==> config.mk <==
export PLATFORM = sky130hd
export DESIGN_NAME = hmmned_out_fifo
export DESIGN_NICKNAME = d
export VERILOG_FILES = /design/src/rtl/hmmned_pkg.sv /design/src/rtl/hmmned_out_fifo.sv
export SDC_FILE = /design/constraint.sdc
export NUM_CORES = 1
export LEC_CHECK = 0
export ABC_CLOCK_PERIOD_IN_PS = 3150
export BUFFER_PORTS_ARGS = -buffer_cell sky130_fd_sc_hd__buf_4
export CAP_MARGIN = 15
export CELL_PAD_IN_SITES_DETAIL_PLACEMENT = 1
export CELL_PAD_IN_SITES_GLOBAL_PLACEMENT = 1
export CORE_ASPECT_RATIO = 1.2
export CORE_MARGIN = 2
export CORE_UTILIZATION = 45
export CTS_CLUSTER_DIAMETER = 200
export DETAILED_ROUTE_END_ITERATION = 8
export GPL_ROUTABILITY_DRIVEN = 0
export PLACE_DENSITY_LB_ADDON = 0.08
export SYNTH_ARGS = -nofsm -noshare
export SYNTH_HDL_FRONTEND = slang
export SYNTH_SLANG_ARGS = --single-unit
==> constraint.sdc <==
create_clock -name clk_i -period 3.15 [get_ports clk_i]
set_input_delay 0.63 -clock clk_i [delete_from_list [all_inputs] [get_ports clk_i]]
set_output_delay 0.63 -clock clk_i [all_outputs]
set_load 0.01 [all_outputs]
==> src/rtl/hmmned_pkg.sv <==
// shared types, constants and helpers for the hmm next-emission distribution unit
package hmmned_pkg;

  localparam int MAX_STATES  = 8;
  localparam int MAX_SYMBOLS = 8;
  localparam int PROB_BITS   = 16;
  localparam int FRAC_BITS   = PROB_BITS - 1;
  localparam int PROD_W      = PROB_BITS + 1;
  localparam int STATE_W     = $clog2(MAX_STATES);
  localparam int SYM_W       = $clog2(MAX_SYMBOLS);
  localparam int IDX_W       = 3;
  localparam int COUNT_W     = 4;
  localparam int CFG_IDX_W   = 1;
  localparam int FIFO_DEPTH  = MAX_SYMBOLS;
  localparam int FIFO_PTR_W  = SYM_W;

  typedef enum logic [1:0] {
    CMD_LOAD_A  = 2'd0,
    CMD_LOAD_B  = 2'd1,
    CMD_LOAD_PI = 2'd2,
    CMD_COMPUTE = 2'd3
  } cmd_e;

  localparam logic [CFG_IDX_W-1:0] CFG_NUM_STATES  = 1'b0;
  localparam logic [CFG_IDX_W-1:0] CFG_NUM_SYMBOLS = 1'b1;

  // token handed from cell to cell
  typedef struct packed {
    logic                 valid;
    logic                 sym_phase;
    logic                 first;
    logic [IDX_W-1:0]     idx;
    logic [PROB_BITS-1:0] data;
  } tok_t;

  // matrix write broadcast to all cells
  typedef struct packed {
    logic                 a_en;
    logic                 b_en;
    logic [IDX_W-1:0]     row;
    logic [IDX_W-1:0]     col;
    logic [PROB_BITS-1:0] value;
  } wr_t;

  typedef struct packed {
    logic [IDX_W-1:0]     symbol;
    logic [PROB_BITS-1:0] prob;
    logic                 last;
  } res_t;

  typedef struct packed {
    logic empty;
    logic full;
  } fifo_stat_t;

  function automatic logic [PROB_BITS-1:0] sat_add(input logic [PROB_BITS-1:0] a,
                                                   input logic [PROD_W-1:0] b);
    logic [PROD_W:0] sum;
    sum = {2'b00, a} + {1'b0, b};
    if (sum > {2'b00, {PROB_BITS{1'b1}}}) begin
      return {PROB_BITS{1'b1}};
    end
    return sum[PROB_BITS-1:0];
  endfunction

endpackage

==> src/rtl/hmmned_out_fifo.sv <==
// result queue between the cell chain and the output channel
module hmmned_out_fifo import hmmned_pkg::*; (
  input  logic       clk_i,
  input  logic       rst_ni,
  input  logic       push_i,
  input  res_t       push_data_i,
  input  logic       pop_i,
  output res_t       head_o,
  output fifo_stat_t stat_o
);

  res_t                  mem_q [FIFO_DEPTH];
  logic [FIFO_PTR_W-1:0] wr_ptr_q, wr_ptr_d;
  logic [FIFO_PTR_W-1:0] rd_ptr_q, rd_ptr_d;
  logic [FIFO_PTR_W:0]   count_q, count_d;

  always_comb begin
    wr_ptr_d = wr_ptr_q;
    rd_ptr_d = rd_ptr_q;
    count_d  = count_q;
    if (push_i) begin
      wr_ptr_d = (wr_ptr_q == FIFO_PTR_W'(FIFO_DEPTH - 1)) ? '0 : wr_ptr_q + 1'b1;
    end
    if (pop_i) begin
      rd_ptr_d = (rd_ptr_q == FIFO_PTR_W'(FIFO_DEPTH - 1)) ? '0 : rd_ptr_q + 1'b1;
    end
    if (push_i && !pop_i) begin
      count_d = count_q + 1'b1;
    end else if (pop_i && !push_i) begin
      count_d = count_q - 1'b1;
    end
  end

  always_ff @(posedge clk_i or negedge rst_ni) begin
    if (!rst_ni) begin
      wr_ptr_q <= '0;
      rd_ptr_q <= '0;
      count_q  <= '0;
    end else begin
      wr_ptr_q <= wr_ptr_d;
      rd_ptr_q <= rd_ptr_d;
      count_q  <= count_d;
    end
  end

  always_ff @(posedge clk_i) begin
    if (push_i) begin
      mem_q[wr_ptr_q] <= push_data_i;
    end
  end

  assign head_o       = mem_q[rd_ptr_q];
  assign stat_o.empty = (count_q == '0);
  assign stat_o.full  = (count_q == (FIFO_PTR_W+1)'(FIFO_DEPTH));

endmodule

# Word level (Yosys, flattened, before mapping)
# Memory sizes are Yosys's and may differ from the RTL's.
# Index checks and enable logic that the tools add are counted.
[totals] register_bits=10 mem_bits_rw=160 input_bits=24 out_inout_bits=22 wordCells=23 memories=1
[memory_table] name="mem_q" words=8 word_bits=20 read_ports=1 rd_ports_with_merged_regs=0 write_ports=1 line_no="hmmned_out_fifo.sv:12" source="res_t mem_q [FIFO_DEPTH];"
[op_classes] addsub=4 n_eq_ne=3 mux=6 n_reduce_logical=6
[ops] op="two-way mux 4 bit" n=2
[ops] op="adder 3 x 1 -> 3 bit (second input constant)" n=2
[ops] op="== test 3 bit (second input constant)" n=2
[ops] op="two-way mux 3 bit" n=2
[ops] op="adder 4 x 1 -> 4 bit (second input constant)" n=1
[ops] op="== test 4 bit (second input constant)" n=1
[ops] op="logical NOT 4 bit" n=1
[ops] op="subtractor 4 x 1 -> 4 bit (second input constant)" n=1
[ops] op="logical AND 1 bit" n=2
[ops] op="logical NOT 1 bit" n=2
[ops] op="two-way mux 1 bit" n=2
[ops] op="nonzero test 2 bit" n=1

# Longest topological paths before layout
[depth] ltp_word=4 depth_mapped=7 depth_no_buf=7

# Worst setup path after synthesis
# OpenSTA, ideal clock, no wires.
[synth_path] path_type="input -> register" from="input push_i" to="memory mem_q[0][0] (netlist name), enable pin" setup_time_ns=0.422 arrival_time_ns=2.126 required_ns=2.728 setup_slack_ns=0.602 path_stages=2 path_buffers=0 path_cell_list="nand2b_1 > nor3_1"
[synth_via] elab_chain_len=2
[synth_rtl] item="from (decl)" line_no="hmmned_out_fifo.sv:5" source="input logic push_i,"
[synth_rtl] item="two-way mux 1 bit" line_no="hmmned_out_fifo.sv:47" source="if (push_i) begin"
[synth_rtl] item="two-way mux 1 bit (not written as such)" line_no="hmmned_out_fifo.sv:48" source="mem_q[wr_ptr_q] <= push_data_i;"
[synth_rtl] item="to (decl)" line_no="hmmned_out_fifo.sv:12"
# No other way between the ends.

==> out/qor_table.md <==
| Result | This run | Unit |
|:---|:---|:---|
| Final hold viol count | 0 | - |
| WS Path Type | flop to output port | - |
| Reg power frac | 40.2 | % |
| Clock root cell | sky130_fd_sc_hd__clkbuf_16 | - |
| Crit path arrival time | 2.23 | ns |
| Number of sinks handled by clock tree synthesis | 170 | - |
| Number of routed nets with antenna violations | 0 | - |
| Worst-Margin Slew | 0.6566 | ns |
| H-tree depth | 4 | - |
| Net count of the mapped netlist | 330 | - |
| Net switching component of the power | 2047 | uW |
| Worst setup endpoint | head_o[4] | - |
| Vias in the first global route | 3392 | - |
| Global routing usage summed across all routing layers | 17.56 | % |
| Critical Path RT | 2.52 | ns |
| Number of placed I/O pins | 46 | - |
| Crit path launch | rd_ptr_q[0]$_DFFE_PN0P_ | - |
| Number of vias per cell | 5.360 | - |
| Cell repeated most along the worst path | sky130_fd_sc_hd__buf_4 | - |
| Clock period minus final worst setup slack | 2.862 | ns |
| Placed instance area | 7472 | sq um |
| Final setup violating endpoints | 0 | - |
| Kind of cell with the highest combined delay on the critical path | multiplexers | - |
| Part of the Yosys area used for sequential elements | 74.46 | % |
| Antenna cells | 0 | - |
| Post-CTS Setup Bufs | 0 | - |
| Maxcap violations | 0 | - |
| Area of all placed cells without fillers | 8093 | sq um |
| Switching portion of total power | 27.58 | % |
| Crit path max fanout | 23 | - |
| Width of the die | 116.1 | um |
| Area growth, synth to finish | 19.20 | % |
| Maximum frequency from static timing analysis | 349.4 | MHz |
| Stage delay of the slowest cell on the critical path | 0.63 | ns |
| Critical Path Sink Type | output port | - |
| Chain of cells forming the critical path | buf_4, mux4_1, mux2_2, buf_4 | - |
| CTS tree | yes | - |
| Area of the placeable core | 14900 | sq um |
| Worst reg2reg path depth | 3 | - |
| Number of DRC markers after the initial detailed-route iteration | 148 | - |
| Number of distinct library cells after synthesis | 28 | - |
| Slowest cell on crit path | sky130_fd_sc_hd__mux4_1 | - |
| Vias | 3125 | - |
| Post-route DRC | 0 | - |
| Highest routing layer actually used | met4 | - |
| Library cell occupying the most area in the post-synthesis netlist | sky130_fd_sc_hd__edfxtp_1 | - |
| Buffers added on ports | 45 | - |
| Count of synthesis-stage warnings from yosys | 0 | - |
| Resized Gates After CTS | 0 | - |
| Detailed-routed wire length on met3 | 437 | um |
| Cell types occupying the most area after synthesis | sky130_fd_sc_hd__edfxtp_1, sky130_fd_sc_hd__mux4_1, sky130_fd_sc_hd__mux2_2 | - |
| Row cnt | 49 | - |
| Worst skew pair latency | 0.42 | ns |
| Cell internal power dissipation | 5374 | uW |
| Clock buffer count from CTS | 17 | - |
| Largest clock skew in the final design | 0.008769 | ns |
| Final cycle utilization of the critical path | 90.86 | % |
| Number of iterations in the first detailed-routing pass | 4 | - |
| Clock transition time at the flip-flop clock pins of the worst setup and hold paths | 0.06 | ns |
| HP Class | input pin to async pin | - |
| Worst path depth | 4 | - |
| Detail Placement HPWL | 7.618 | mm |
| Worst setup SP type | flop | - |
| Total Routed Length | 12.87 | mm |
| Global-route wire length before repair | 19.95 | mm |
| Initial Utilization | 45.57 | % |
| Ratio of cells with drive above 1 in the final layout | 34.83 | % |
| Area enclosed by the die boundary | 16090 | sq um |
| CTS max path bufs | 2 | - |
| Number of antenna violations at the first check in global routing | 0 | - |
| Worst slew margin | 56.18 | % |
| Worst supply voltage drop on vdd | 0.4294 | mV |
| Register bit total from synthesis | 170 | - |
| Clock share of power | 29.4 | % |
| Power Density | 917.0 | nW/um^2 |
| Syn Inst Count | 298 | - |
| Outcome | finished, final reports clean | - |
| Sum of routed wire segments on met1 | 5.581 | mm |
| Count of final max-slew check failures | 0 | - |
| CP Buf/Inv Count | 2 | - |
| Worst-case register-to-register setup slack | 1.35 | ns |
| Worst flop-to-flop path endpoint | mem_q[2][19]$_DFFE_PP_ | - |
| Setup TNS Final | 0 | ns |
| Pin count of the biggest net entering global routing | 24 | - |
| Synthesized area per cell | 22.78 | sq um |
| Leakage power | 0.002808 | uW |
| Die height | 138.6 | um |
| Combinational cell fraction of total power | 30.4 | % |
| Cts hold-fix bufs | 0 | - |
| Met2 wirelength from detailed routing | 6.684 | mm |
| Remaining global-route overflow | 0 | - |
| Average wire per cell in the routed design | 22.08 | um |
| Yosys top cell area share | 70.77 | % |
| Mapped Area | 6789 | sq um |
| Launch point of the worst reg-to-reg path | wr_ptr_q[2]$_DFFE_PN0P_ | - |
| Final #Nets | 398 | - |
| Unrepaired setup endpoints after global routing | false | - |
-- layer usage --
| layer | vias to the layer above | global-route usage, % |
|---|---|---|
| met5 | - | 0 |
| met4 | 0 | 6.015 |
| met3 | 15 | 4.502 |
| met2 | 55 | 28.84 |
| met1 | 1648 | 22.81 |
| li1 | 1407 | - |
-- through the flow --
| step | cells | utilization, % | hold WS (ns) | setup WS, ns | total power (uW) |
|---|---|---|---|---|---|
| after floorplan | 298 | - | 0.3344 | 0.6018 | 4469 |
| after global placement | 551 | 50.16 | 0.4791 | 0.7380 | 5290 |
| after detailed placement | 551 | 50.16 | 0.4766 | 0.7034 | 5346 |
| after CTS | 583 | 54.32 | 0.01937 | 0.2277 | 7550 |
| after global routing | 583 | 54.32 | 0.02204 | 0.1707 | 7793 |
| final | 583 | 54.32 | 0.03621 | 0.2880 | 7421 |
-- worst reg2reg max path: stages (launching register included) --
cell and delay [ns]:
sky130_fd_sc_hd__dfrtp_1 0.42, sky130_fd_sc_hd__nand2b_1 0.26, sky130_fd_sc_hd__nor2_2 0.58, sky130_fd_sc_hd__buf_12 0.25
-- worst min path at each step --
stage	slack (ns)	from	end	cells after the start
floorplan	0.33	rst_ni	count_q[0]$_DFFE_PN0P_	0
global placement	0.48	rst_ni	count_q[2]$_DFFE_PN0P_	1
detailed placement	0.48	rst_ni	count_q[2]$_DFFE_PN0P_	1
CTS	0.02	rst_ni	rd_ptr_q[1]$_DFFE_PN0P_	1
global route	0.02	rst_ni	rd_ptr_q[2]$_DFFE_PN0P_	1
finish	0.04	rst_ni	rd_ptr_q[0]$_DFFE_PN0P_	1
-- layout make-up --
class,instances,area (sq um)
clock buffers,21,450.4
clock inverters,11,170.2
fillers,1296,6805
inverters,4,15.01
multi-input cells,111,1655
flip-flops and latches,170,5056
well taps,204,255.2
repair buffers,62,490.5
-- synth_stat cells --
| cell type | instances |
|---|---|
| sky130_fd_sc_hd__nor4_1 | 1 |
| sky130_fd_sc_hd__nand2_1 | 5 |
| sky130_fd_sc_hd__inv_1 | 4 |
| sky130_fd_sc_hd__mux2i_1 | 1 |
| sky130_fd_sc_hd__a21oi_1 | 2 |
| sky130_fd_sc_hd__nand3_1 | 2 |
| sky130_fd_sc_hd__or3_1 | 1 |
| sky130_fd_sc_hd__o21ai_0 | 3 |
| sky130_fd_sc_hd__a2111o_1 | 1 |
| sky130_fd_sc_hd__nor3_1 | 3 |
| sky130_fd_sc_hd__fa_1 | 1 |
| sky130_fd_sc_hd__nand3b_1 | 3 |
| sky130_fd_sc_hd__buf_6 | 5 |
| sky130_fd_sc_hd__nor4b_1 | 1 |
| sky130_fd_sc_hd__or4_1 | 1 |
| sky130_fd_sc_hd__edfxtp_1 | 160 |
| sky130_fd_sc_hd__mux2_2 | 25 |
| sky130_fd_sc_hd__xnor2_1 | 2 |
| sky130_fd_sc_hd__buf_1 | 2 |
| sky130_fd_sc_hd__nand2b_1 | 2 |
| sky130_fd_sc_hd__nor2_1 | 8 |
| sky130_fd_sc_hd__buf_2 | 2 |
| sky130_fd_sc_hd__clkbuf_1 | 4 |
| sky130_fd_sc_hd__o211ai_1 | 2 |
| sky130_fd_sc_hd__dfrtp_1 | 10 |
| sky130_fd_sc_hd__mux4_2 | 7 |
| sky130_fd_sc_hd__mux4_1 | 33 |
| sky130_fd_sc_hd__ha_1 | 7 |
-- placed cells by master (no fill, tap or decap), types with 3 or more instances in the layout --
master                      count
sky130_fd_sc_hd__clkinv_4       3
sky130_fd_sc_hd__edfxtp_1     160
sky130_fd_sc_hd__nand2_1        5
sky130_fd_sc_hd__mux2_2        25
sky130_fd_sc_hd__o21ai_0        3
sky130_fd_sc_hd__mux4_2         7
sky130_fd_sc_hd__inv_1          4
sky130_fd_sc_hd__dfrtp_1        9
sky130_fd_sc_hd__clkinv_2       3
sky130_fd_sc_hd__nand3b_1       3
sky130_fd_sc_hd__bufinv_16      4
sky130_fd_sc_hd__buf_4         60
sky130_fd_sc_hd__nor2_2         6
sky130_fd_sc_hd__clkbuf_1       3
sky130_fd_sc_hd__mux4_1        33
sky130_fd_sc_hd__clkbuf_16     17
sky130_fd_sc_hd__ha_1           7
-- logic make-up after synthesis --
logic type / Yosys count / synth area share (%)
AO/OA/AOI/OAI: 8 / 0.7555
XOR/XNOR: 2 / 0.2581
AND/OR/NAND/NOR: 27 / 2.027
flip-flops: 170 / 74.46
adder cells (fa/ha/maj): 8 / 1.585
buffers and inverters: 17 / 1.530
multiplexers: 66 / 19.39
-- registers in the layout, indices dropped and copies added, names as in the netlist --
signal    count
mem_q       160
count_q       4
wr_ptr_q      3
rd_ptr_q      3
-- power by group through the flow --
stage	sequential, uW	combinational [uW]	clock, uW
finish	2980	2260	2180
global route	3020	2460	2310
CTS	2990	2330	2230
detailed placement	3030	2310	0
global placement	3010	2280	0
floorplan	2990	1480	0
Note: power is estimated with default switching activity, not from simulation.
