$ cat config.mk
export PLATFORM = sky130hd
export DESIGN_NAME = hmmned_cell
export DESIGN_NICKNAME = d
export VERILOG_FILES = /design/src/rtl/hmmned_pkg.sv /design/src/rtl/hmmned_cell.sv
export SDC_FILE = /design/constraint.sdc
export NUM_CORES = 1
export LEC_CHECK = 0
export ABC_AREA = 1
export BUFFER_PORTS_ARGS = -buffer_cell sky130_fd_sc_hd__clkbuf_2
export CORE_ASPECT_RATIO = 1.25
export CORE_UTILIZATION = 64
export CTS_CLUSTER_DIAMETER = 100
export DETAILED_ROUTE_END_ITERATION = 8
export HOLD_SLACK_MARGIN = 0.12
export PLACE_DENSITY = 0.82
export SYNTH_ARGS = -nofsm -noshare
export SYNTH_HDL_FRONTEND = slang
export SYNTH_SLANG_ARGS = --single-unit
$ cat constraint.sdc
create_clock -name clk_i -period 7.18 [get_ports clk_i]
set_input_delay 0 -clock clk_i [delete_from_list [all_inputs] [get_ports clk_i]]
set_output_delay 0 -clock clk_i [all_outputs]
set_load 0.03 [all_outputs]
$ cat src/rtl/hmmned_pkg.sv
// shared types, constants and helpers for the hmm next-emission distribution unit
package hmmned_pkg;

  localparam int MAX_STATES  = 8;
  localparam int MAX_SYMBOLS = 8;
  localparam int PROB_BITS   = 16;
  localparam int FRAC_BITS   = PROB_BITS - 1;
  localparam int PROD_W      = PROB_BITS + 1;
  localparam int STATE_W     = $clog2(MAX_STATES);
  localparam int SYM_W       = $clog2(MAX_SYMBOLS);
  localparam int IDX_W       = 3;
  localparam int COUNT_W     = 4;
  localparam int CFG_IDX_W   = 1;
  localparam int FIFO_DEPTH  = MAX_SYMBOLS;
  localparam int FIFO_PTR_W  = SYM_W;

  typedef enum logic [1:0] {
    CMD_LOAD_A  = 2'd0,
    CMD_LOAD_B  = 2'd1,
    CMD_LOAD_PI = 2'd2,
    CMD_COMPUTE = 2'd3
  } cmd_e;

  localparam logic [CFG_IDX_W-1:0] CFG_NUM_STATES  = 1'b0;
  localparam logic [CFG_IDX_W-1:0] CFG_NUM_SYMBOLS = 1'b1;

  // token handed from cell to cell
  typedef struct packed {
    logic                 valid;
    logic                 sym_phase;
    logic                 first;
    logic [IDX_W-1:0]     idx;
    logic [PROB_BITS-1:0] data;
  } tok_t;

  // matrix write broadcast to all cells
  typedef struct packed {
    logic                 a_en;
    logic                 b_en;
    logic [IDX_W-1:0]     row;
    logic [IDX_W-1:0]     col;
    logic [PROB_BITS-1:0] value;
  } wr_t;

  typedef struct packed {
    logic [IDX_W-1:0]     symbol;
    logic [PROB_BITS-1:0] prob;
    logic                 last;
  } res_t;

  typedef struct packed {
    logic empty;
    logic full;
  } fifo_stat_t;

  function automatic logic [PROB_BITS-1:0] sat_add(input logic [PROB_BITS-1:0] a,
                                                   input logic [PROD_W-1:0] b);
    logic [PROD_W:0] sum;
    sum = {2'b00, a} + {1'b0, b};
    if (sum > {2'b00, {PROB_BITS{1'b1}}}) begin
      return {PROB_BITS{1'b1}};
    end
    return sum[PROB_BITS-1:0];
  endfunction

endpackage

$ cat src/rtl/hmmned_cell.sv
// one chain cell: holds column t of A, row t of B and next-state value t, with one mac
module hmmned_cell import hmmned_pkg::*; (
  input  logic               clk_i,
  input  logic               rst_ni,
  input  logic [STATE_W-1:0] cell_idx_i,
  input  logic [COUNT_W-1:0] num_states_i,
  input  wr_t                wr_i,
  input  tok_t               tok_i,
  output tok_t               tok_o
);

  logic [PROB_BITS-1:0] a_col_q [MAX_STATES];
  logic [PROB_BITS-1:0] b_row_q [MAX_SYMBOLS];
  logic [PROB_BITS-1:0] acc_q, acc_d;

  tok_t                 s1_tok_q;
  logic [PROD_W-1:0]    s1_prod_q, s1_prod_d;
  tok_t                 s2_tok_q, s2_tok_d;

  logic [PROB_BITS-1:0]   mul_a, mul_b;
  logic [2*PROB_BITS-1:0] mul_full;
  logic                   in_use;

  always_ff @(posedge clk_i) begin
    if (wr_i.a_en && wr_i.col[STATE_W-1:0] == cell_idx_i) begin
      a_col_q[wr_i.row[STATE_W-1:0]] <= wr_i.value;
    end
    if (wr_i.b_en && wr_i.row[STATE_W-1:0] == cell_idx_i) begin
      b_row_q[wr_i.col[SYM_W-1:0]] <= wr_i.value;
    end
  end

  // cells beyond the active state count add nothing to a symbol sum
  assign in_use = {{(COUNT_W-STATE_W){1'b0}}, cell_idx_i} < num_states_i;

  always_comb begin
    if (tok_i.sym_phase) begin
      mul_a = acc_q;
      mul_b = b_row_q[tok_i.idx[SYM_W-1:0]];
    end else begin
      mul_a = tok_i.data;
      mul_b = a_col_q[tok_i.idx[STATE_W-1:0]];
    end
    mul_full = mul_a * mul_b;
    s1_prod_d = mul_full[FRAC_BITS +: PROD_W];
    if (tok_i.sym_phase && !in_use) begin
      s1_prod_d = '0;
    end
  end

  always_comb begin
    s2_tok_d = s1_tok_q;
    acc_d    = acc_q;
    if (s1_tok_q.valid) begin
      if (s1_tok_q.sym_phase) begin
        s2_tok_d.data = sat_add(s1_tok_q.data, s1_prod_q);
      end else if (s1_tok_q.first) begin
        acc_d = sat_add('0, s1_prod_q);
      end else begin
        acc_d = sat_add(acc_q, s1_prod_q);
      end
    end
  end

  always_ff @(posedge clk_i or negedge rst_ni) begin
    if (!rst_ni) begin
      s1_tok_q <= '0;
      s2_tok_q <= '0;
    end else begin
      s1_tok_q <= tok_i;
      s2_tok_q <= s2_tok_d;
    end
  end

  always_ff @(posedge clk_i) begin
    s1_prod_q <= s1_prod_d;
    acc_q     <= acc_d;
  end

  assign tok_o = s2_tok_q;

endmodule

Word-level counts from Yosys, hierarchy flattened
Memories as Yosys holds them, arrays and structs flattened.
Index checks and enable logic that the tools add are counted.
{"block": "op_classes", "multipliers": 1, "bitwise_logic": 1, "add_sub_neg": 2, "n_mux": 26, "magnitude_cmp": 4, "eq_ne": 2, "n_reduce_logical": 5}
{"op": "$mux W16", "count": 11}
{"op": "$add A16 B17 Y18", "count": 2}
{"op": "$gt A18 B16 Y1 const B", "count": 2}
{"op": "$mul A16 B16 Y32", "count": 1}
{"op": "$gt A17 B16 Y1 const B", "count": 1}
{"op": "$mux W1", "count": 15}
{"op": "$eq A3 B3 Y1", "count": 2}
{"op": "$lt A3 B4 Y1", "count": 1}
{"op": "$logic_and A1 B1 Y1", "count": 3}
{"op": "$reduce_and A2 Y1", "count": 1}
{"op": "$logic_not A1 Y1", "count": 1}
{"op": "$not A1 Y1", "count": 1}
{"block": "word_totals", "out_inout_bits": 22, "regBits": 77, "ramBits": 256, "in_bits": 55, "word_cells": 55, "n_memories": 2}
{"name": "a_col_q", "depth": 8, "word_bits": 16, "rd": 1, "rd_ports_with_merged_regs": 0, "wr": 1, "line": "hmmned_cell.sv:12", "source": "logic [PROB_BITS-1:0] a_col_q [MAX_STATES];"}
{"name": "b_row_q", "depth": 8, "word_bits": 16, "rd": 1, "rd_ports_with_merged_regs": 0, "wr": 1, "line": "hmmned_cell.sv:13", "source": "logic [PROB_BITS-1:0] b_row_q [MAX_SYMBOLS];"}

Depth between registers and ports, before layout
Gate-level depths: netlist of the first run.
{"block": "depth", "ltp_word": 8, "depth_mapped": 34, "ltp_nobuf": 30}

Least setup slack after synthesis of the first run
No wires, ideal clock.
{"block": "synth_timing", "path_type": "input to register", "start": "input tok_i[17] in the netlist's numbering", "end": "register s1_prod_q[16]", "cell_stages": 29, "setup_time_ns": 0.115, "arrival_ns": 5.781, "path_buffers": 5, "slack_ns": 1.284, "required_ns": 7.065, "path_cell_list": "buf_6 inv_2 buf_6 buf_2 clkbuf_1 o21ai_0 o221ai_1 o211ai_1 nand2_1 buf_2 nand2_1 fa_1 inv_1 fa_1 fa_1 fa_1 fa_1 inv_1 fa_1 inv_1 ha_1 a21oi_1 o21ai_0 a21oi_1 nor2_1 a211oi_1 nand3_1 nand2_1 nor2_1"}
{"block": "synth_via", "elab_chain_cells": 3, "word_cells_on_any_way": 4, "cone_classes": "1 x mul; 1 x mux; 2 x memory"}
{"item": "start: declaration", "line": "hmmned_cell.sv:8", "source": "input tok_t tok_i,"}
{"item": "$mem_v2 Z8 W16 (on tied branches)"}
{"item": "$mux W16 (*)", "line": "hmmned_cell.sv:37", "source": "if (tok_i.sym_phase) begin"}
{"item": "$mul A16 B16 Y32 (*)", "line": "hmmned_cell.sv:44", "source": "mul_full = mul_a * mul_b;"}
{"item": "end signal: assignment", "line": "hmmned_cell.sv:76", "source": "s1_prod_q <= s1_prod_d;"}
{"item": "end: declaration", "line": "hmmned_cell.sv:17", "source": "logic [PROD_W-1:0] s1_prod_q, s1_prod_d;"}
Mark *: on every way between the ends. The rest lies on a longest branch, timed or not.
A chain may end at the register's enable or synchronous reset.

Final worst setup path of the first run
{"block": "layout_timing", "start": "input tok_i[16] in the netlist's numbering", "end": "register s1_prod_q[13]"}
Same word-level chain as after synthesis.

==> run_results.csv, run 1 <==
group,metric,value,unit
run_status,run_status,"complete, no violations",
worst_setup_path,timing.reg2reg.setup_slack,0.51,ns
global_route,grt_pass1_vias,18400,
yosys,synth_cell_types,49,
sta,finalCritPeriodShare,96.1,%
sta,worst_hold_slack,0.136,ns
sta,setup_total_negative_slack,0,ns
global_route,number_of_antenna_violations_at_the_first_check_in_global_routing,0,
floorplanning,die_height,213,um
place,hpwlAfterDp,43500,um
yosys,synth_cells,2361,
drt,detailedRoute.firstIterationViolations,2145,
yosys,synth_area,0.0228,mm^2
floorplanning,start_util,65.5,%
global_route,largest_net_degree_at_the_start_of_global_routing,68,
worst_setup_path,timing.critical_path.fanout_max,37,
drt,detail_route.wl_per_cell,21.2,um
sta,worst_clock_skew,0.0135,ns
finish,area.growth.synth_to_final,11.3,%
worst_hold_path,min-delay-path-class,"primary input to flip-flop",
yosys,synth_area_leaders,"sky130_fd_sc_hd__edfxtp_1, sky130_fd_sc_hd__fa_1, sky130_fd_sc_hd__ha_1, sky130_fd_sc_hd__nor2_1, sky130_fd_sc_hd__nand2_1",
floorplanning,floorplan.io_pins,77,
clock_network,cts.clk_slew.worst_paths,0.07,ns
yosys,ys_ff_latch,333,
drt,drtAntennaViolNets,0,
sta,finalMaxSlewViolations,0,
finish,antenna_cells_inserted,0,
worst_setup_path,worst-r2r-cell-count,22,
worst_setup_path,timing.critical_path.from,"tok_i[16]",
global_route,gr-total-overflow,0,
worst_setup_path,criticalPathCategory,"primary input to flip-flop",
yosys,seq_area_frac_synth,42.2,%
yosys,syn_avg_cell_area,9.65,um^2
worst_setup_path,worstSetupStartpointType,"primary input",
sta,slew_headroom,13.9,%
run,timing.max_cap.violations,0,
yosys,synth.top_cell.area_share,35.8,%
place,gp_congestion,0.985,
worst_setup_path,cp_data_arrival_time,7.35,ns
place,preCtsSetupSlack,0.278,ns
clock_network,cts_num_sinks,333,
yosys,postSynthNetCount,2746,
sta,hold_vio_cnt_final,0,
clock_network,maximum_level_of_the_cts_h_tree,2,
worst_setup_path,worst_r2r_startpoint,"acc_q[12]$_DFFE_PP_",
worst_setup_path,worst_ep_required_time,7.62,ns
floorplanning,design.die.area,0.0364,mm^2
sta,finalSetupViolCount,0,
worst_setup_path,endpoint_of_the_worst_setup_timing_path,"s1_prod_q[13]$_SDFF_PP0_",
drt,vias,17800,
yosys,warnings_from_yosys,0,
drt,detail_route.first_pass.iterations,6,
clock_network,cts_inserted_buffers,34,
drt,detail_route.wirelength,63100,um
sta,timing_worst_slew_pin_value,1.29,ns
clock_network,clock_tree.buffer_depth,3,
yosys,yosys.area.top_type,"sky130_fd_sc_hd__edfxtp_1",
global_route,globalRouteTotalUtil,36.5,%
drt,via_per_inst,6.00,
sta,max_freq,145,MHz
global_route,wire_length_of_the_first_global_routing_pass,98600,um
sta,final.setup.worst_slack,0.277,ns
sta,rsz0062_at_grt,"false",
floorplanning,core_area,0.0348,mm^2
worst_setup_path,end_kind,"flip-flop",
floorplanning,core.rowCount,76,
drt,remaining_routing_drc_violations,0,
place,buffer_ports.inserted,76,
finish,drive_gt1_share,9.09,%
floorplanning,fp.dieW,171,um
clock_network,clock_insertion_delay_worst_skew,0.56,ns
clock_network,ctsRootBufferMaster,"sky130_fd_sc_hd__clkbuf_16",
clock_network,cts_post_setup_buffers_inserted,0,
clock_network,cts_tree,"yes",
sta,finalWorstPathRequiredPeriod,6.90,ns
worst_setup_path,critical_r2r_capture,"s1_prod_q[13]$_SDFF_PP0_",
finish,design.final.nets,2867,
## repair_timing
item | in CTS | in global routing
endpoints found under the hold margin | 369 | 0
gates resized for setup | 0 | 6
hold buffers | 51 | 0
setup endpoints to repair | 0 | 15
## placed cells by master, fill, tap and decap left out, drive strengths merged
master	netlist	final
a2111oi	2	2
a211oi	4	4
a21boi	3	3
a21o	4	4
a21oi	90	90
a221oi	1	1
a31oi	4	4
and3	1	1
buf	28	39
clkbuf	52	116
clkinv	3	15
clkinvlp	0	1
dfrtp	44	44
dfxtp	17	17
dlygate4sd3	0	51
edfxtp	272	272
fa	195	195
ha	135	135
inv	349	356
nand2	350	350
nand3	81	81
nand4	3	3
nor2	406	406
nor3	16	16
nor4	3	3
o211a	2	2
o211ai	10	10
o21a	3	3
o21ai	174	174
o21bai	5	5
o221ai	47	47
o22ai	10	10
o31ai	2	2
or2	18	18
or3	1	1
xnor2	14	14
xor2	12	12
## cell families after synthesis
kind of cell | after synthesis | synth area share [%]
compound gates | 361 | 9.34
simple gates | 879 | 15.5
fa+ha+maj | 330 | 24.5
xor+xnor | 26 | 0.999
buf+inv | 432 | 7.43
flops | 333 | 42.2
## area by class of cell
cell class | count | area [um^2]
clock inverter | 20 | 160
inverter | 352 | 1320
clock buffer | 41 | 877
tap | 468 | 586
timing repair buffer | 165 | 1270
sequential | 333 | 9610
multi-input combinational | 1596 | 11500
fill | 2476 | 9430
## metrics by stage
step / std cells / cell area (um^2) / util (%)
global placement: 2863 / 23800 / 68.4
CTS: 2975 / 25400 / 72.9
global route: 2975 / 25400 / 72.9
detailed placement: 2863 / 23800 / 68.4
floorplan: 2361 / 22800 / -
finish: 2975 / 25400 / 72.9
## worst max-delay path, stage by stage
cell and delay [ns]:
sky130_fd_sc_hd__dlygate4sd3_1 0.57, sky130_fd_sc_hd__buf_6 0.27, sky130_fd_sc_hd__buf_6 0.31, sky130_fd_sc_hd__o21ai_0 0.25
sky130_fd_sc_hd__o221ai_1 0.38, sky130_fd_sc_hd__nand3_1 0.17, sky130_fd_sc_hd__nand2_2 0.31, sky130_fd_sc_hd__nand2_1 0.13
sky130_fd_sc_hd__fa_1 0.52, sky130_fd_sc_hd__fa_1 0.51, sky130_fd_sc_hd__inv_1 0.05, sky130_fd_sc_hd__fa_1 0.55
sky130_fd_sc_hd__fa_1 0.46, sky130_fd_sc_hd__fa_1 0.55, sky130_fd_sc_hd__inv_1 0.05, sky130_fd_sc_hd__fa_1 0.53
sky130_fd_sc_hd__inv_1 0.04, sky130_fd_sc_hd__ha_1 0.33, sky130_fd_sc_hd__a21oi_1 0.29, sky130_fd_sc_hd__o21ai_0 0.19
sky130_fd_sc_hd__a21oi_1 0.31, sky130_fd_sc_hd__o21ai_0 0.12, sky130_fd_sc_hd__a31oi_1 0.19, sky130_fd_sc_hd__nand3_1 0.10
sky130_fd_sc_hd__nand2_1 0.06, sky130_fd_sc_hd__nor2_1 0.05
## sequential cells by signal (all words and copies together) (netlist names)
signal     flops
s1_prod_q     17
s1_tok_q      22
b_row_q      128
acc_q         16
tok_o         22
a_col_q      128
## synth_stat cells (all sizes together)
cell type	count
inv	349
nor3	16
nor2	406
nand2	350
o31ai	2
o22ai	10
a21boi	3
a21oi	90
o221ai	47
dfrtp	44
o21a	3
o21bai	5
and3	1
ha	135
o211ai	10
clkinv	3
a2111oi	2
edfxtp	272
a31oi	4
o211a	2
or3	1
nand3	81
or2	18
xor2	12
a211oi	4
nand4	3
clkbuf	52
dfxtp	17
buf	28
nor4	3
xnor2	14
a221oi	1
fa	195
a21o	4
o21ai	174
## worst min-delay path by stage
stage,startpoint,end,depth (start not counted)
3_3_place_gp,tok_i[21],s1_tok_q[21]$_DFF_PN0_,1
3_5_place_dp,tok_i[21],s1_tok_q[21]$_DFF_PN0_,1
4_1_cts,tok_i[0],s1_tok_q[0]$_DFF_PN0_,2
2_1_floorplan,rst_ni,s1_tok_q[0]$_DFF_PN0_,0
5_1_grt,tok_i[2],s1_tok_q[2]$_DFF_PN0_,2
6_report,tok_i[15],s1_tok_q[15]$_DFF_PN0_,2
## per-layer routing
metal  vias up  track usage [%]  part of all wire, %
met5         -                0                    0
met4         0             21.5                  6.2
met3       266             6.04                  8.9
met2      1037             62.2                   50
met1      8558             43.6                   35
li1       7988                -                    -
Power of run 1 is not shown: default switching activity piles up to over one toggle a cycle in this logic, so the estimate is an artifact.
==> run 2, diff against run 1 <==
- CELL_PAD_IN_SITES_DETAIL_PLACEMENT: default -> 1
- CELL_PAD_IN_SITES_GLOBAL_PLACEMENT: default -> 1
- CORE_UTILIZATION: 64 -> 51
- CTS_BUF_LIST: default -> sky130_fd_sc_hd__clkbuf_8
- PLACE_DENSITY: 0.82 -> default
- PLACE_DENSITY_LB_ADDON: default -> 0.1
==> run 2 against run 1 <==
Net effect: sequential share of layout area down 1.0 points; via count up 0.84%; register-to-register slack worse by 0.10 ns; worst setup slack better by 0.053 ns; clock-buffer cell count up 14; non-clock buffer count up 46; highest routed layer unchanged; first-iteration DRC count down 53%; worst hold slack better by 0.11 ns; sequential cell count unchanged; global-route usage down 3.9 points.
==> run_results.csv, run 2 (synthesized netlist as in run 1, its figures left out) <==
group,metric,value,unit
drt,vias,18000,
clock_network,clock_insertion_delay_worst_skew,0.66,ns
place,buffer_ports.inserted,76,
clock_network,clock_tree.buffer_depth,3,
global_route,grt_pass1_vias,19400,
finish,layout.cells.most_common,"sky130_fd_sc_hd__nor2_1",
global_route,wire_length_of_the_first_global_routing_pass,111000,um
floorplanning,core.rowCount,86,
sta,rsz0062_at_grt,"false",
finish,fin_util,59.1,%
sta,max_freq,146,MHz
sta,timing_worst_slew_pin_value,0.969,ns
clock_network,cts_tree,"yes",
worst_setup_path,end_kind,"flip-flop",
sta,finalMaxSlewViolations,0,
floorplanning,start_util,51.7,%
drt,detail_route.wl_per_cell,22.8,um
drt,detailedRoute.firstIterationViolations,1006,
finish,drive_gt1_share,11.1,%
sta,worst_clock_skew,0.0582,ns
run,timing.max_cap.violations,0,
floorplanning,fp.dieW,191,um
sta,hold_vio_cnt_final,0,
worst_setup_path,worst_ep_required_time,7.70,ns
finish,design.final.nets,2933,
drt,detail_route.wirelength,72100,um
clock_network,cts.clk_slew.worst_paths,0.06,ns
floorplanning,design.die.area,0.0455,mm^2
sta,finalSetupViolCount,0,
worst_hold_path,min-delay-start,"num_states_i[2]",
drt,drtAntennaViolNets,0,
worst_hold_path,min-delay-path-class,"primary input to flip-flop",
drt,remaining_routing_drc_violations,0,
clock_network,maximum_level_of_the_cts_h_tree,2,
place,gp_congestion,0.910,
worst_setup_path,criticalPathCategory,"primary input to flip-flop",
place,hpwlAfterDp,51700,um
drt,detail_route.first_pass.iterations,4,
worst_setup_path,worst_path_largest_cell_delay,0.55,ns
worst_setup_path,timing.critical_path.slowest_stage_cell,"sky130_fd_sc_hd__fa_1",
sta,finalWorstPathRequiredPeriod,6.85,ns
sta,final.setup.worst_slack,0.329,ns
place,preCtsSetupSlack,0.190,ns
floorplanning,core_area,0.0441,mm^2
worst_setup_path,timing.critical_path.fanout_max,28,
clock_network,ctsRootBufferMaster,"sky130_fd_sc_hd__clkbuf_8",
worst_setup_path,cp_common_cell,"sky130_fd_sc_hd__fa_1",
clock_network,cts_inserted_buffers,54,
run_status,run_status,"complete, no violations",
floorplanning,floorplan.io_pins,77,
global_route,gr-total-overflow,0,
sta,finalCritPeriodShare,95.4,%
worst_setup_path,worst_r2r_startpoint,"acc_q[11]$_DFFE_PP_",
sta,setup_total_negative_slack,0,ns
worst_setup_path,worstSetupStartpointType,"primary input",
floorplanning,die_height,238,um
global_route,globalRouteTotalUtil,32.6,%
worst_setup_path,cp_data_arrival_time,7.37,ns
sta,slew_headroom,34.9,%
finish,final_cell_mix,"sky130_fd_sc_hd__nor2_1, sky130_fd_sc_hd__inv_1, sky130_fd_sc_hd__nand2_1",
global_route,number_of_antenna_violations_at_the_first_check_in_global_routing,2,
global_route,largest_net_degree_at_the_start_of_global_routing,130,
worst_setup_path,timing.critical_path.from,"tok_i[16]",
drt,via_per_inst,5.69,
clock_network,cts_num_sinks,333,
finish,area.growth.synth_to_final,14.5,%
-- run 2: worst max-delay path, delay by kind of cell --
family,cells,cell delay [ns]
AOI/OAI and AO/OA,7,1.32
adders and majority gates,7,3.46
and+or+nand+nor,6,0.80
buffers and inverters,8,1.73
-- run 2: what timing repair did --
item	4_1_cts	5_1_grt
resized for setup	0	11
hold endpoints to repair	493	0
endpoints found under the setup margin	0	4
hold buffers	73	0
setup buffers	0	7
-- run 2: through the flow --
stage | area (um^2) | hold WS [ns] | instances
3_3_place_gp | 24100 | 0.111 | 2984
5_1_grt | 26100 | 0.253 | 3163
2_1_floorplan | 22800 | -0.296 | 2361
4_1_cts | 26000 | 0.126 | 3155
6_report | 26100 | 0.246 | 3163
3_5_place_dp | 24100 | 0.113 | 2984
-- run 2: metal layers --
metal	GRT usage, %	share of wire (%)	vias up
met3	4.19	4.2	182
met1	37.6	38	9204
li1	-	-	8108
met4	15.1	4.5	0
met5	0	0	-
met2	59.4	53	505
-- run 2: path summary, 6_finish.rpt --
kind                            cells after the start  slack (ns)                       end
worst max-delay path                               28        0.33  s1_prod_q[13]$_SDFF_PP0_
worst min-delay path                                6        0.25  s1_prod_q[14]$_SDFF_PP0_
worst max register to register                     25        0.41  s1_prod_q[13]$_SDFF_PP0_
worst min register to register                      0        0.36       tok_o[18]$_DFF_PN0_
max in group asynchronous                           4        6.16     s1_tok_q[5]$_DFF_PN0_
min in group asynchronous                           3        0.47     s1_tok_q[9]$_DFF_PN0_
-- run 2: area by class of cell --
type,count,area [um^2]
fillers,4974,18000
flip-flops and latches,333,9610
diodes,1,2.50
multi-input cells,1596,11500
clock inverters,43,452
clock buffers,55,757
inverters,352,1340
repair buffers,211,1660
well taps,572,716
Power of run 2 is left out for the same reason.
